[config.mk]
export PLATFORM = sky130hd
export DESIGN_NAME = hnm_queue
export DESIGN_NICKNAME = d
export VERILOG_FILES = /design/src/rtl/core/hnm_pkg.sv /design/src/rtl/core/hnm_queue.sv
export SDC_FILE = /design/constraint.sdc
export NUM_CORES = 1
export LEC_CHECK = 0
export ABC_CLOCK_PERIOD_IN_PS = 2800
export BUFFER_PORTS_ARGS = -buffer_cell sky130_fd_sc_hd__buf_2
export CORE_MARGIN = 2
export CORE_UTILIZATION = 55
export DETAILED_ROUTE_END_ITERATION = 7
export PLACE_DENSITY = 0.77
export SLEW_MARGIN = 20
export SYNTH_ARGS = -nofsm -noshare
export SYNTH_HDL_FRONTEND = slang
export SYNTH_SLANG_ARGS = --single-unit
export TNS_END_PERCENT = 100
[constraint.sdc]
create_clock -name i_clk -period 2.8 [get_ports i_clk]
set_clock_uncertainty 0.05 [all_clocks]
set_input_delay 0.42 -clock i_clk [delete_from_list [all_inputs] [get_ports i_clk]]
set_output_delay 0.42 -clock i_clk [all_outputs]
set_load 0.05 [all_outputs]
[src/rtl/core/hnm_pkg.sv]
`timescale 1ns / 1ps

package hnm_pkg;

    localparam int MaxWidth = 4096;
    localparam int AddrW    = $clog2(MaxWidth);
    localparam int CoordW   = 12;
    localparam int QDepth   = 4;
    localparam int QPtrW    = $clog2(QDepth);

    localparam logic [1:0] CfgWidth    = 2'd0;
    localparam logic [1:0] CfgHeight   = 2'd1;
    localparam logic [1:0] CfgStrength = 2'd2;

    typedef struct packed {
        logic [CoordW-1:0] col;
        logic [CoordW-1:0] row;
        logic [7:0]        centre;
        logic [7:0]        right;
        logic [7:0]        below;
        logic              last;
    } t_job;

    typedef struct packed {
        logic [CoordW-1:0] wm1;
        logic [CoordW-1:0] hm1;
    } t_geom;

    typedef struct packed {
        logic full;
        logic empty;
    } t_qstat;

    typedef enum logic [1:0] {
        F_IDLE,
        F_READ,
        F_EMIT
    } t_fstate;

    typedef enum logic [3:0] {
        B_IDLE,
        B_XY,
        B_SQX,
        B_SQY,
        B_DIV,
        B_SQRT,
        B_Z,
        B_PX,
        B_PY,
        B_OUT
    } t_bstate;

endpackage

[src/rtl/core/hnm_queue.sv]
`timescale 1ns / 1ps

module hnm_queue (
    input  logic                i_clk,
    input  logic                i_rst_n,
    input  logic                i_push,
    input  hnm_pkg::t_job       i_din,
    input  logic                i_pop,
    output hnm_pkg::t_job       o_dout,
    output hnm_pkg::t_qstat     o_stat
);

    hnm_pkg::t_job                r_ent [hnm_pkg::QDepth];
    logic [hnm_pkg::QPtrW-1:0]    r_wp;
    logic [hnm_pkg::QPtrW-1:0]    r_rp;
    logic [hnm_pkg::QPtrW:0]      r_cnt;

    always_ff @(posedge i_clk) begin
        if (!i_rst_n) begin
            r_wp  <= '0;
            r_rp  <= '0;
            r_cnt <= '0;
        end else begin
            if (i_push) begin
                r_wp <= r_wp + 1'b1;
            end
            if (i_pop) begin
                r_rp <= r_rp + 1'b1;
            end
            if (i_push && !i_pop) begin
                r_cnt <= r_cnt + 1'b1;
            end else if (i_pop && !i_push) begin
                r_cnt <= r_cnt - 1'b1;
            end
        end
    end

    always_ff @(posedge i_clk) begin
        if (i_push) begin
            r_ent[r_wp] <= i_din;
        end
    end

    assign o_dout       = r_ent[r_rp];
    assign o_stat.full  = (r_cnt == (hnm_pkg::QPtrW+1)'(hnm_pkg::QDepth));
    assign o_stat.empty = (r_cnt == '0);

endmodule

; ---- Yosys cells after proc, flatten, opt, wreduce, memory -nomap -nowiden
; Memories as Yosys holds them, arrays and structs flattened. A register that Yosys moved wholly into a read port is not among the register bits.
; Cells that the tools add are included.
[totals]
reg_bits = 7
latchBits = 0
mem_bits_rw = 196
mem_bits_ro = 0
in_bits = 53
output_inout_bits = 51
elab_cells = 21
memories = 1
[classes]
add_sub_neg = 4
n_mul = 0
n_div = 0
magnitude_cmp = 0
eq_ne = 1
shifts = 0
n_mux = 6
bitwise_logic = 0
n_reduce_logical = 6
[memory_table]
columns = name, depth, width, read_ports, rd_ports_with_merged_regs, wr, line_no
row1 = r_ent, 4, 49, 1, 1, 1, hnm_queue.sv:13  ; hnm_pkg::t_job r_ent [hnm_pkg::QDepth];
[ops]
columns = cell, n
row1 = $mux 3, 2
row2 = $add 2x1->2 const B, 2
row3 = $mux 2, 2
row4 = $add 3x1->3 const B, 1
row5 = $eq 3x3->1 const B, 1
row6 = $logic_not 3->1, 1
row7 = $sub 3x1->3 const B, 1
row8 = $logic_and 1x1->1, 2
row9 = $logic_not 1->1, 2
row10 = $mux 1, 2
row11 = $reduce_bool 2->1, 1

; ---- Depth between registers and ports, before layout
[logic_depth]
word_depth = 4
ltp_mapped = 7
depth_no_buf = 7

; ---- Worst setup path before layout
; No wires, ideal clock.
[synth_path]
path_type = register to register
from = register r_wp[0] in the netlist's numbering
to = memory r_ent[2][0] in the netlist's numbering (enable)
setup_time_ns = 0.411
arrival_time_ns = 1.710
required_ns = 2.339
path_slack_ns = 0.628
stages_incl_launch_ff = 4
path_buffers = 0
synth_period_minus_slack_ns = 2.172
cell_sequence = dfxtp_1 > inv_1 > ha_1 > and2_1
[synth_lines]
columns = element, line_no
row1 = start: declaration, hnm_queue.sv:14  ; logic [hnm_pkg::QPtrW-1:0] r_wp;
row2 = start signal: assignment, hnm_queue.sv:25  ; r_wp <= r_wp + 1'b1;
row3 = end: declaration, hnm_queue.sv:13
; No word-level cell before the write port.

==> results_dict.tcl <==
set metrics [dict create \
    status "finished, final reports clean" \
    wl_um 12520 \
    nNetsFinal 481 \
    cp_data_arrival_time_ns 2.06 \
    dp_slack_ns 0.7342 \
    critPathMaxFanout 18 \
    n_fill_cell 868 \
    power_mw 7.131 \
    dieArea_um2 14660 \
    start_util_pct 56.69 \
    clock_latency_ns 0.47 \
    grt_pass1_vias 3615 \
    holdWs_ns 0.1078 \
    dr_total_vias 3353 \
    fmaxAchievable_mhz 394.8 \
    max_slew_margin_pct 63.69 \
    place_congestion 0.7032 \
    fin_crit_ns 2.533 \
    min_path_type "in -> reg" \
    slowest_stage "dfxtp_4" \
    cts_setup_buffers 0 \
    fin_ws_ns 0.2674 \
    yosys_warnings 0 \
    report.final.slew_viol_count 0 \
    avgSynthCellArea_um2 25.21 \
    core-area_um2 13300 \
    crit_type "reg -> out" \
    cp-start-kind "flop" \
    seq_area_frac_synth_pct 80.48 \
    die_w_um 121.1 \
    cts_max_level 1 \
    io_pins 104 \
    drc 0 \
    end_kind "output port" \
    setup_tns_ns 0 \
    final.period_utilization_pct 90.45 \
    cp_top_family "flip-flops" \
    yosys.area.top_type "edfxtp_1" \
    async_flop_share_pct 0 \
    grt_max_degree 34 \
    place_hpwl_um 7802 \
    cts_tree "yes" \
    crit_path_cell_trace "buf_12, mux4_2, buf_2" \
    setup-violations-final 0 \
    grt_first_pass_wirelength_um 19540 \
    path_buf_inv 2 \
    syn_nets 358 \
    power.leakage_nw 3.076 \
    synth_top_cells_by_area "edfxtp_1, mux4_2, dfxtp_1, ha_1, and2_1" \
    grt_remaining_overflow 0 \
    firstDrtPassIters 4 \
    track_usage_pct 17.84 \
    crit_required_ns 2.33 \
    power_per_cell_area_nw_per_um2 793.8 \
    placementRows 42 \
    max_cap_violations 0 \
    synth_edf_count 196 \
    cts.clk_slew.worst_paths_ns 0.06 \
    finish.utilization_pct 67.57 \
    syn_inst 299 \
    avgRoutedWirePerCell_um 20.46 \
    finalHoldViolCount 0 \
    drt_iter0_markers 236 \
    cts_hold_buf 0 \
    io_buffers 103 \
    syn_to_final_growth_pct 19.19 \
    ys_types 23 \
    cts_resized 0 \
    slowest_delay_ns 0.55 \
    die_y_um 121.1 \
    yosysMostFrequentCell "edfxtp_1" \
    drive_above_1_share_pct 44.60 \
    ys_ff_latch 205 \
    grt_antenna_before_repair 1 \
    ant_nets 0 \
    max_slew.worst_pin.slew_ns 0.5446 \
    ctsRootBufferMaster "clkbuf_16" \
    rsz0062_at_grt "false" \
    synth_top_area_share_pct 78.09 \
    cts_buffers 20 \
    clock_path_buffers 3 \
    yosys-top-cells-count "edfxtp_1, mux4_2, and2_1, dfxtp_1, ha_1" \
    via_per_inst 5.479 \
    yosys_most_used_dff "edfxtp_1" \
    ir_worst_vdd_mv 0.5160 \
    netlist_area_um2 7537 \
    cts_sinks 205 \
]
where the power goes:
part	leakage [nW]	switching, mW	internal [mW]
Sequential	1.88	0.0647	3.52
Combinational	0.883	0.677	0.322
Clock	0.318	0.996	1.55
Total	3.08	1.74	5.39
final cells by class:
class | count | area, µm² | share of cell area (%)
Antenna cell | 1 | 2.502 | 0.02786
Clock buffer | 26 | 544.3 | 6.058
Clock inverter | 9 | 93.84 | 1.045
Inverter | 4 | 15.01 | 0.1671
Multi-Input combinational cell | 79 | 1366 | 15.21
Sequential cell | 205 | 6071 | 67.58
Tap cell | 176 | 220.2 | 2.451
Timing Repair Buffer | 112 | 670.6 | 7.465
worst register-to-register path, stage by stage (launching register included):
cell and delay [ns]:
dfxtp_1 0.35, inv_1 0.10, ha_1 0.15, and2_2 0.50
buf_12 0.30
layer usage:
layer	wire length [µm]	GRT usage [%]	vias up
met5	0	0	-
met4	186	4.142	0
met3	678	3.430	18
met2	6678	31.46	106
met1	4978	23.17	1722
li1	-	-	1507
path summary, 6_finish.rpt:
check / start / to / slack (ns) / cells after the start
min reg2reg: r_cnt[2] / r_cnt[2] / 0.47 / 2
max reg2reg: r_wp[0] / r_ent[2][28] / 1.02 / 4
max: flop / o_dout[29] / 0.27 / 3
min: i_din[0] / r_ent[1][0] / 0.11 / 1
kinds of logic (layout without fill, tap and decap cells):
kind of cell | count (synthesis) | after routing | synth area share [%]
DFF | 205 | 205 | 80.48
muxes | 51 | 51 | 15.01
and+or+nand+nor | 15 | 15 | 1.212
buffers and inverters | 15 | 151 | 1.461
adders and majority gates | 6 | 6 | 1.096
xor gates and xnor gates | 5 | 5 | 0.5811
AOI/OAI and AO/OA | 2 | 2 | 0.1660
other | 0 | 1 | 0
cell usage in the layout, fill, tap and decap left out, drive strengths merged, types with 2 or more instances in the layout:
cell / count
edfxtp: 196
buf: 112
mux4: 49
clkbuf: 26
dfxtp: 9
and2: 9
clkinv: 7
ha: 5
inv: 4
xor2: 3
xnor2: 2
mux2i: 2
nor2b: 2
bufinv: 2
registers in the layout (all words and copies together), names as in the netlist, named ones only:
name and flops:
r_wp 2, r_cnt 3, r_rp 2, r_ent 196
metrics by stage:
step / instance area, µm² / instances
2_1_floorplan: 7537 / 299
3_3_place_gp: 8343 / 576
3_5_place_dp: 8343 / 576
4_1_cts: 8981 / 611
5_1_grt: 8981 / 611
6_report: 8984 / 612
No activity file was read; power rests on OpenSTA's default activity.
